==> config.mk <==
export PLATFORM = sky130hd
export DESIGN_NAME = bffa_ctrl
export DESIGN_NICKNAME = d
export VERILOG_FILES = /design/src/sv/bffa_pkg.sv /design/src/sv/bffa_ctrl.sv
export SDC_FILE = /design/constraint.sdc
export NUM_CORES = 1
export LEC_CHECK = 0
export ABC_AREA = 1
export BUFFER_PORTS_ARGS = -buffer_cell sky130_fd_sc_hd__buf_2
export CAP_MARGIN = 20
export CORE_AREA = 2 2 39 41
export CTS_BUF_LIST = sky130_fd_sc_hd__clkbuf_2 sky130_fd_sc_hd__clkbuf_4 sky130_fd_sc_hd__clkbuf_8
export DETAILED_ROUTE_END_ITERATION = 7
export DIE_AREA = 0 0 41 43
export PLACE_DENSITY = 0.45
export SLEW_MARGIN = 20
export SYNTH_ARGS = -nofsm -noshare
export SYNTH_HDL_FRONTEND = slang
export SYNTH_SLANG_ARGS = --single-unit
==> constraint.sdc <==
create_clock -name clk_i -period 1 [get_ports clk_i]
set_clock_uncertainty 0.05 [all_clocks]
set_input_delay 0.2 -clock clk_i [delete_from_list [all_inputs] [get_ports clk_i]]
set_output_delay 0.2 -clock clk_i [all_outputs]
set_load 0.005 [all_outputs]
==> src/sv/bffa_pkg.sv <==
// Shared types and constants of the bitmap first-free allocator.
package bffa_pkg;

  // Item opcodes carried on the input tuser.
  localparam logic [1:0] OP_LOAD  = 2'd0;
  localparam logic [1:0] OP_ALLOC = 2'd1;
  localparam logic [1:0] OP_READ  = 2'd2;

  // Fixed field widths.
  localparam int OPCODE_W    = 2;
  localparam int WORD_IDX_W  = 11;
  localparam int WORD_W      = 32;
  localparam int BIT_IDX_W   = 16;
  localparam int CFG_W       = 4;
  localparam int BIT_SEL_W   = 5;
  localparam int IN_TDATA_W  = 48;
  localparam int OUT_TDATA_W = 56;

  // Commands from the controller to the datapath.
  typedef struct packed {
    logic load_wr;     // write the input word into the map
    logic rd_issue;    // read the map at the input address
    logic scan_start;  // read word 0 and arm the scan pointer
    logic scan_next;   // read the word at the scan pointer and advance
    logic alloc_hit;   // set the lowest clear bit of the checked word
    logic res_miss;    // result is all zero
    logic out_load;    // move the result into the output register
  } bffa_cmd_t;

  // Status from the datapath to the controller.
  typedef struct packed {
    logic in_range;    // input word index lies inside the map
    logic limit_zero;  // no blocks to search
    logic word_full;   // checked word has no clear bit
    logic scan_last;   // checked word is the last one in the search range
    logic out_free;    // output register can take a result this cycle
  } bffa_sts_t;

endpackage

==> src/sv/bffa_ctrl.sv <==
// Controller state machine: item decode, word scan sequencing, result hand-off.
module bffa_ctrl
  import bffa_pkg::*;
(
  input  logic                clk_i,
  input  logic                rst_ni,
  input  logic                in_valid_i,
  input  logic [OPCODE_W-1:0] opcode_i,
  output logic                in_ready_o,
  input  bffa_sts_t           sts_i,
  output bffa_cmd_t           cmd_o
);

  localparam logic [1:0] ST_IDLE = 2'd0;
  localparam logic [1:0] ST_SCAN = 2'd1;
  localparam logic [1:0] ST_RESP = 2'd2;

  logic [1:0] state_q, state_d;

  always_comb begin
    state_d    = state_q;
    cmd_o      = '0;
    in_ready_o = 1'b0;
    case (state_q)
      ST_IDLE: begin
        in_ready_o = 1'b1;
        if (in_valid_i) begin
          case (opcode_i)
            OP_LOAD: begin
              cmd_o.load_wr = sts_i.in_range;
            end
            OP_ALLOC: begin
              if (sts_i.limit_zero) begin
                cmd_o.res_miss = 1'b1;
                state_d        = ST_RESP;
              end else begin
                cmd_o.scan_start = 1'b1;
                state_d          = ST_SCAN;
              end
            end
            OP_READ: begin
              cmd_o.rd_issue = sts_i.in_range;
              cmd_o.res_miss = ~sts_i.in_range;
              state_d        = ST_RESP;
            end
            default: begin
              // drop unused opcode
            end
          endcase
        end
      end
      ST_SCAN: begin
        if (!sts_i.word_full) begin
          cmd_o.alloc_hit = 1'b1;
          state_d         = ST_RESP;
        end else if (sts_i.scan_last) begin
          cmd_o.res_miss = 1'b1;
          state_d        = ST_RESP;
        end else begin
          cmd_o.scan_next = 1'b1;
        end
      end
      ST_RESP: begin
        if (sts_i.out_free) begin
          cmd_o.out_load = 1'b1;
          state_d        = ST_IDLE;
        end
      end
      default: begin
        state_d = ST_IDLE;
      end
    endcase
  end

  always_ff @(posedge clk_i or negedge rst_ni) begin
    if (!rst_ni) begin
      state_q <= ST_IDLE;
    end else begin
      state_q <= state_d;
    end
  end

  // At most one datapath action per cycle.
  a_one_cmd: assert property (@(posedge clk_i) disable iff (!rst_ni)
    $onehot0({cmd_o.load_wr, cmd_o.rd_issue, cmd_o.scan_start, cmd_o.scan_next,
              cmd_o.alloc_hit, cmd_o.res_miss, cmd_o.out_load}))
    else $error("conflicting datapath commands");

  // Handing off a result returns to idle.
  a_load_to_idle: assert property (@(posedge clk_i) disable iff (!rst_ni)
    cmd_o.out_load |=> state_q == ST_IDLE)
    else $error("controller did not return to idle");

  // A scan is always entered through a start command.
  a_scan_entry: assert property (@(posedge clk_i) disable iff (!rst_ni)
    (state_q == ST_SCAN && $past(state_q) == ST_IDLE) |-> $past(cmd_o.scan_start))
    else $error("scan entered without start");

endmodule

-- Yosys cells after proc, flatten, opt, wreduce, memory -nomap -nowiden
Index checks and enable logic that the tools add are counted.
- eq/ne operators: 8
- mux-type cells: 26
- bitwise operators: 1
- reduce and logical (&&, ||, !) cells: 3
- operator list (kind ; number):
    $mux W1 ; 14
    $mux W2 ; 6
    $mux W3 ; 2
    $pmux W2 S3 ; 1
    $eq A2 B1 Y1 const B ; 2
    $eq A2 B2 Y1 const B ; 2
    $logic_not A2 Y1 ; 2
    $ne A2 B2 Y1 const B ; 2
    $pmux W1 S2 ; 2
    $pmux W2 S2 ; 1
    $reduce_and A4 Y1 ; 1
    $ne A3 B1 Y1 const B ; 1
    $ne A3 B3 Y1 const B ; 1
    $not A1 Y1 ; 1
- bits in registers: 2
- bits of input ports: 10
- output and inout port bits: 8

-- Logic depth before layout (Yosys ltp)
Gate-level depths: netlist (run 1).
- depth after elaboration: 4
- depth in mapped cells: 6
- mapped depth without buffers: 6

-- Least setup slack after synthesis (run 1)
Ideal clock, no wire load.
- path type: reg2out
- from: register state_q[0]
- to: output port cmd_o[1] (netlist bit)
- arrival time: 0.841 ns
- data required time: 0.750 ns
- path slack: -0.091 ns
- stages on the path, launching flop included: 4
- path buffers: 0
- path through: dfrtp_1 -> nor2_2 -> nand3_1 -> o21ai_1
- RTL lines (what ; RTL line ; text):
    start, declared ; bffa_ctrl.sv:18 ; logic [1:0] state_q, state_d;
    start signal, assigned ; bffa_ctrl.sv:79 ; state_q <= state_d;
    end, declared ; bffa_ctrl.sv:11 ; output bffa_cmd_t cmd_o

==> results.yml, run 1 <==
clocking:
  clock_path_buffers: 2
  cts_tree: "done"
  htree_levels: 1
  path_clk_slew_ns: 0.03
  clock-sinks: 2
  numCtsBuffers: 3
  cts-root-buf: "clkbuf_4"
  clk_latency_ns: 0.22
layout:
  multi_input_area_um2: 208
  final_util: 0.383
  fillers: 157
  register_area_um2: 51.3
  reg_top3: "state_q: 2 flops"
  n_antenna_cell: 0
  layout-drive-gt1-share: 0.545
  area_growth_pct: 92.7
  regMostFlops: "state_q"
  fin_nets: 93
  largest_register_ffs: 2
placement:
  dpl.hpwl_um: 576
  gp_congestion: 0.707
  port_buffers: 17
  dpl_worst_slack_ns: -0.216
worst_setup_path:
  path_class: "reg -> out"
  critical_path.cell_chain: "nor2_4 > buf_4 > nand2_2 > nor2_2 > buf_2"
  slowest_stage: "dfrtp_2"
  critical-path-top-delay-family: "flip-flops"
  crit_path_start_kind: "flip-flop"
  critical_path.max_fanout: 4
  cpPeakStageDelay_ns: 0.42
  cp.arrival_ns: 1.14
  worst_setup_path_end_kind: "primary output"
  crit_buf_inv: 2
  crit_required_ns: 0.75
route:
  ant_nets: 0
  wl_per_cell_um: 7.66
  vias_per_cell: 3.94
  drt-pass1-iter-count: 2
  vias: 366
  drc: 0
  wl_um: 712
  drtIter0Drc: 1
job:
  drv_cap: 0
run_status:
  violations: "negative setup slack"
  status: "complete, but fails checks"
timing:
  finalSetupTns_ns: -2.83
  finalSetupViolCount: 10
  rsz0062_at_grt: "true"
  drv_slew: 0
  post-route-period-util: 1.39
  slew_headroom: 0.858
  max_freq_ghz: 0.719
  tightest_slew_ns: 0.212
  fin_crit_ns: 1.39
  fin_ws_ns: -0.390
  hold_violations: 0
floorplan:
  start_util: 0.199
  die_w_um: 41
  die_y_um: 43
  num_rows: 14
  core_area_um2: 1380
  dieArea_um2: 1760
  io_pins: 18
grt:
  use_met3: 0.0157
  grt_pass1_wl_um: 1190
  grt-ovfl-total: 0
  grt_pass1_vias: 326
  antenna_found_initial: 0
  grtUsageTotal: 0.0934
  grt_max_degree: 5
  top_usage_layer: "met2"
  use_met2: 0.159
  met1_usage: 0.116
synth:
  synth_seq_cells: 2
  ys_warn_count: 0
  ys_types: 13
  ys_seq_area_frac: 0.182
  synthesis.nets: 59
  netlist_area_um2: 275
  netlist_instances: 45
  syn_avg_cell_area_um2: 6.12
power:
  leakagePower_nw: 0.314
  ir_drop_mv: 0.465
  power.density_nw_per_um2: 1800
hold_path:
  min_path_type: "in -> reg"
layout by cell type (no fill, tap or decap), types with 2 or more instances in the layout:
| master | n |
|---|---|
| buf_2 | 16 |
| inv_1 | 11 |
| buf_4 | 10 |
| nand2_1 | 6 |
| nor2_1 | 5 |
| nor2_2 | 4 |
| nand3_1 | 4 |
| ha_1 | 4 |
| clkbuf_4 | 3 |
| nand2_2 | 2 |
| buf_6 | 2 |
where the power goes:
part / leakage [nW] / internal, mW / switching, mW
logic: 0.275 / 0.355 / 0.274
clock network: 0.0138 / 0.132 / 0.0383
registers: 0.0245 / 0.115 / 0.0417
total: 0.314 / 0.602 / 0.354
per-layer routing:
metal,share of wire,vias up
met5,0,-
met4,0,0
met3,0.048,0
met2,0.52,7
met1,0.43,156
li1,-,203
Yosys cell counts:
cell / n / area, um2
inv_1: 11 / 41.3
nand3_1: 5 / 25.0
o21ai_1: 1 / 5.00
nand2_2: 1 / 6.26
a22oi_1: 1 / 7.51
nand4_1: 1 / 6.26
nor3_1: 1 / 5.00
ha_1: 4 / 50.1
a21oi_1: 1 / 5.00
nor2_1: 6 / 22.5
nor2_2: 4 / 25.0
dfrtp_1: 2 / 50.1
nand2_1: 7 / 26.3
stage by stage:
stage / total power, mW / instances / hold slack (ns) / area [um2]
floorplan: 0.393 / 45 / -0.146 / 285
global placement: 0.624 / 85 / -0.0659 / 443
detailed placement: 0.619 / 85 / -0.0648 / 443
CTS: 0.860 / 91 / 0.214 / 494
global route: 1.06 / 93 / 0.229 / 531
finish: 0.956 / 93 / 0.221 / 531
worst min-delay path, stage by stage:
cell and delay [ns]:
buf_2 0.09, nor2_1 0.06, inv_1 0.05, nand2_1 0.04
worst paths after layout:
| path | startpoint | to | slack (ns) | depth (start not counted) |
|---|---|---|---|---|
| min reg2reg | state_q[1]$_DFFE_PN0P_ | state_q[1]$_DFFE_PN0P_ | 0.67 | 4 |
| min in group asynchronous | rst_ni | state_q[1]$_DFFE_PN0P_ | 0.26 | 2 |
| max reg2reg | state_q[0]$_DFFE_PN0P_ | state_q[0]$_DFFE_PN0P_ | -0.19 | 7 |
| min | sts_i[0] | state_q[1]$_DFFE_PN0P_ | 0.22 | 4 |
| max | state_q[0]$_DFFE_PN0P_ | cmd_o[4] | -0.39 | 5 |
| max in group asynchronous | rst_ni | state_q[0]$_DFFE_PN0P_ | 0.54 | 2 |
cell families (layout without fill, tap and decap cells):
group | Yosys count | count (layout) | share of synthesized area
AND/OR/NAND/NOR | 25 | 25 | 0.423
buffers and inverters | 11 | 43 | 0.150
AO/OA/AOI/OAI | 3 | 3 | 0.0636
adder cells (fa/ha/maj) | 4 | 4 | 0.182
flip-flops | 2 | 2 | 0.182
what timing repair did:
item | in CTS | in global routing
hold buffers | 1 | 0
endpoints found under the setup margin | 10 | 10
gates cloned | 0 | 0
hold endpoints to repair | 2 | 0
buffers inserted | 2 | 3
gates resized for setup | 1 | 7
pin swaps | 2 | 4
final cells by class:
class	instances	share of cell area
timing repair buffer	29	0.354
sequential	2	0.0967
multi-input combinational	32	0.392
tap	16	0.0377
clock buffer	3	0.0425
inverter	11	0.0778
No activity file was read; power rests on OpenSTA's default activity.
==> run 2, diff against run 1 <==
==> config.mk (replaced) <==
export PLATFORM = sky130hd
export DESIGN_NAME = bffa_ctrl
export DESIGN_NICKNAME = d
export VERILOG_FILES = /design/src/sv/bffa_pkg.sv /design/src/sv/bffa_ctrl.sv
export SDC_FILE = /design/constraint.sdc
export NUM_CORES = 1
export LEC_CHECK = 0
export BUFFER_PORTS_ARGS = -buffer_cell sky130_fd_sc_hd__buf_2
export CAP_MARGIN = 20
export CORE_AREA = 4 4 41 43
export DETAILED_ROUTE_END_ITERATION = 7
export DIE_AREA = 0 0 45 47
export PLACE_DENSITY = 0.44
export SLEW_MARGIN = 20
export SYNTH_ARGS = -nofsm -noshare
export SYNTH_HDL_FRONTEND = slang
export SYNTH_SLANG_ARGS = --single-unit
==> run 2 against run 1 <==
The flow still finishes with violations (negative setup slack). Worst hold slack got worse by 0.042 ns. Fmax fell by 5.0%. Sequential power fell by 31%. Count of clock-buffer cells in the layout did not move. Cell area fell by 1.2%. Wire length rose by 9.1%. Utilization rose by 2.0 points. Non-clock buffer count did not move. Critical path depth fell by 1. Global-route usage fell by 1.1 points. Flip-flop and latch count did not move.
==> results.yml, run 2 <==
worst_setup_path:
  regToRegEndpoint: "state_q[0]$_DFFE_PN0P_"
  slowest_stage: "dfrtp_2"
  worst_setup_path_end_kind: "primary output"
  crit_path_start_kind: "flip-flop"
  critical_path.cell_chain: "nor2_4 > and2_4 > and3_1 > buf_2"
  cpPeakStageDelay_ns: 0.42
  path_class: "reg -> out"
  ff2ff_setup_slack_ns: -0.29
  cp.arrival_ns: 1.21
  ff2ff_path_depth: 5
  reg2reg_from: "state_q[1]$_DFFE_PN0P_"
  critical_path.max_fanout: 4
  crit_required_ns: 0.75
grt:
  grtUsageTotal: 0.0821
  grt-ovfl-total: 0
  grt_max_degree: 5
  grt_pass1_wl_um: 1210
  antenna_found_initial: 0
  grt_pass1_vias: 309
synth:
  muxShareOfSynthArea: 0
  yosys.area_share.adder: 0.186
  netlist_area_um2: 269
  synth_commonest_cells: "ha_1, inv_1"
  ys_seq_area_frac: 0.186
  synth_seq_cells: 2
  netlist_instances: 32
  synthXorXnorAreaFrac: 0
  ys_types: 20
  yosys.area_share.simple: 0.353
  synth_top_area_frac: 0.186
  synth_compound_area_frac: 0.219
  syn_avg_cell_area_um2: 8.41
  synthArstFlopShare: 1.00
  synth_edf_count: 0
  ys_warn_count: 0
  synth_top_area_cell: "dfrtp_1"
  netlist_top_cells_area: "dfrtp_1, ha_1, o32ai_2"
  synth_top_family_by_area: "simple AND/OR/NAND/NOR gates"
  synthesis.nets: 46
  synth-main-ff-cell: "dfrtp_1"
hold_path:
  whs_path_depth: 2
  hold_start: "sts_i[1]"
  hold_path_end: "state_q[0]$_DFFE_PN0P_"
  min_path_type: "in -> reg"
timing:
  tightest_slew_ns: 0.236
  slew_headroom: 0.842
  finalSetupViolCount: 10
  rsz0062_at_grt: "true"
  fin_crit_ns: 1.46
  max_freq_ghz: 0.683
  hold_violations: 0
  finalSetupTns_ns: -3.48
  post-route-period-util: 1.46
  fin_ws_ns: -0.464
  drv_slew: 0
run_status:
  violations: "negative setup slack"
  status: "complete, but fails checks"
clocking:
  path_clk_slew_ns: 0.03
  cts_tree: "done"
  clock_path_buffers: 2
  htree_levels: 1
  clk_latency_ns: 0.23
  cts-root-buf: "clkbuf_4"
  clock-sinks: 2
  numCtsBuffers: 3
floorplan:
  num_rows: 13
  io_pins: 18
  start_util: 0.207
  die_y_um: 47
  die_w_um: 45
  core_area_um2: 1300
  dieArea_um2: 2120
power:
  ir_drop_mv: 0.414
  power.density_nw_per_um2: 978
  leakagePower_nw: 0.290
job:
  drv_cap: 0
layout:
  fin_nets: 80
  n_antenna_cell: 0
  reg_top3: "state_q: 2 flops"
  area_growth_pct: 94.9
  final_cells: 79
  largest_register_ffs: 2
  layout-drive-gt1-share: 0.656
  final_common_cell: "buf_2"
  fillers: 142
  layout_common_cells: "buf_2, buf_4, inv_1, ha_1, clkbuf_4"
  regMostFlops: "state_q"
placement:
  dpl.hpwl_um: 628
  placedCellCount: 72
  gp_congestion: 0.749
  port_buffers: 17
route:
  wl_um: 777
  drt-pass1-iter-count: 4
  drc: 0
  vias: 335
  drtIter0Drc: 8
  wl_per_cell_um: 9.84
  vias_per_cell: 4.24
  ant_nets: 0
run 2: final cells by class:
type                    count  area [um2]  area share
clock buffers               3        22.5      0.0430
inverters                   4        15.0      0.0286
multi-input cells          26         231       0.442
flip-flops and latches      2        51.3      0.0979
well taps                  15        18.8      0.0358
repair buffers             29         185       0.353
run 2: repair_timing:
| action | CTS | global route |
|---|---|---|
| hold buffers | 1 | 0 |
| pin swaps | 3 | 6 |
| setup endpoints to repair | 10 | 10 |
| setup buffers | 1 | 3 |
| resized for setup | 5 | 3 |
| hold endpoints to repair | 2 | 0 |
run 2: stage by stage:
stage / power [mW] / util / cell area [um2] / setup WS, ns / hold slack, ns
global route: 0.560 / 0.403 / 524 / -0.529 / 0.174
floorplan: 0.187 / - / 274 / -0.0974 / -0.146
CTS: 0.482 / 0.372 / 484 / -0.461 / 0.149
finish: 0.513 / 0.403 / 524 / -0.464 / 0.179
detailed placement: 0.278 / 0.337 / 438 / -0.262 / -0.0627
global placement: 0.279 / 0.337 / 438 / -0.265 / -0.0634
run 2: cell families (layout without fill, tap and decap cells):
| logic type | after synthesis | in the layout |
|---|---|---|
| AO/OA/AOI/OAI | 7 | 7 |
| adder cells (fa/ha/maj) | 4 | 4 |
| buffers and inverters | 4 | 36 |
| flip-flops | 2 | 2 |
| AND/OR/NAND/NOR | 15 | 15 |
run 2: worst max-delay path by stage:
stage / from / endpoint / cells past startpoint
2_1_floorplan: state_q[0]$_DFFE_PN0P_ / cmd_o[5] / 3
6_report: state_q[1]$_DFFE_PN0P_ / cmd_o[5] / 4
5_1_grt: state_q[1]$_DFFE_PN0P_ / cmd_o[6] / 4
3_5_place_dp: opcode_i[0] / cmd_o[1] / 6
4_1_cts: state_q[0]$_DFFE_PN0P_ / cmd_o[5] / 4
3_3_place_gp: opcode_i[0] / cmd_o[1] / 6
run 2: worst max-delay path: cells and delay by family, from the launching register on:
family        cells  cell delay, ns
simple gates      3            0.47
flops             1            0.42
buf+inv           1            0.10
run 2: metal layers:
layer / vias up / track usage / routed length, um
li1: 173 / - / -
met1: 148 / 0.0998 / 349
met2: 14 / 0.119 / 353
met3: 0 / 0.0460 / 75
met4: 0 / 0.0351 / 0
met5: - / 0 / 0
run 2: power by group:
part           switching [mW]  internal [mW]
registers              0.0149         0.0931
clock network          0.0468          0.132
logic                  0.0959          0.130
total                   0.158          0.355
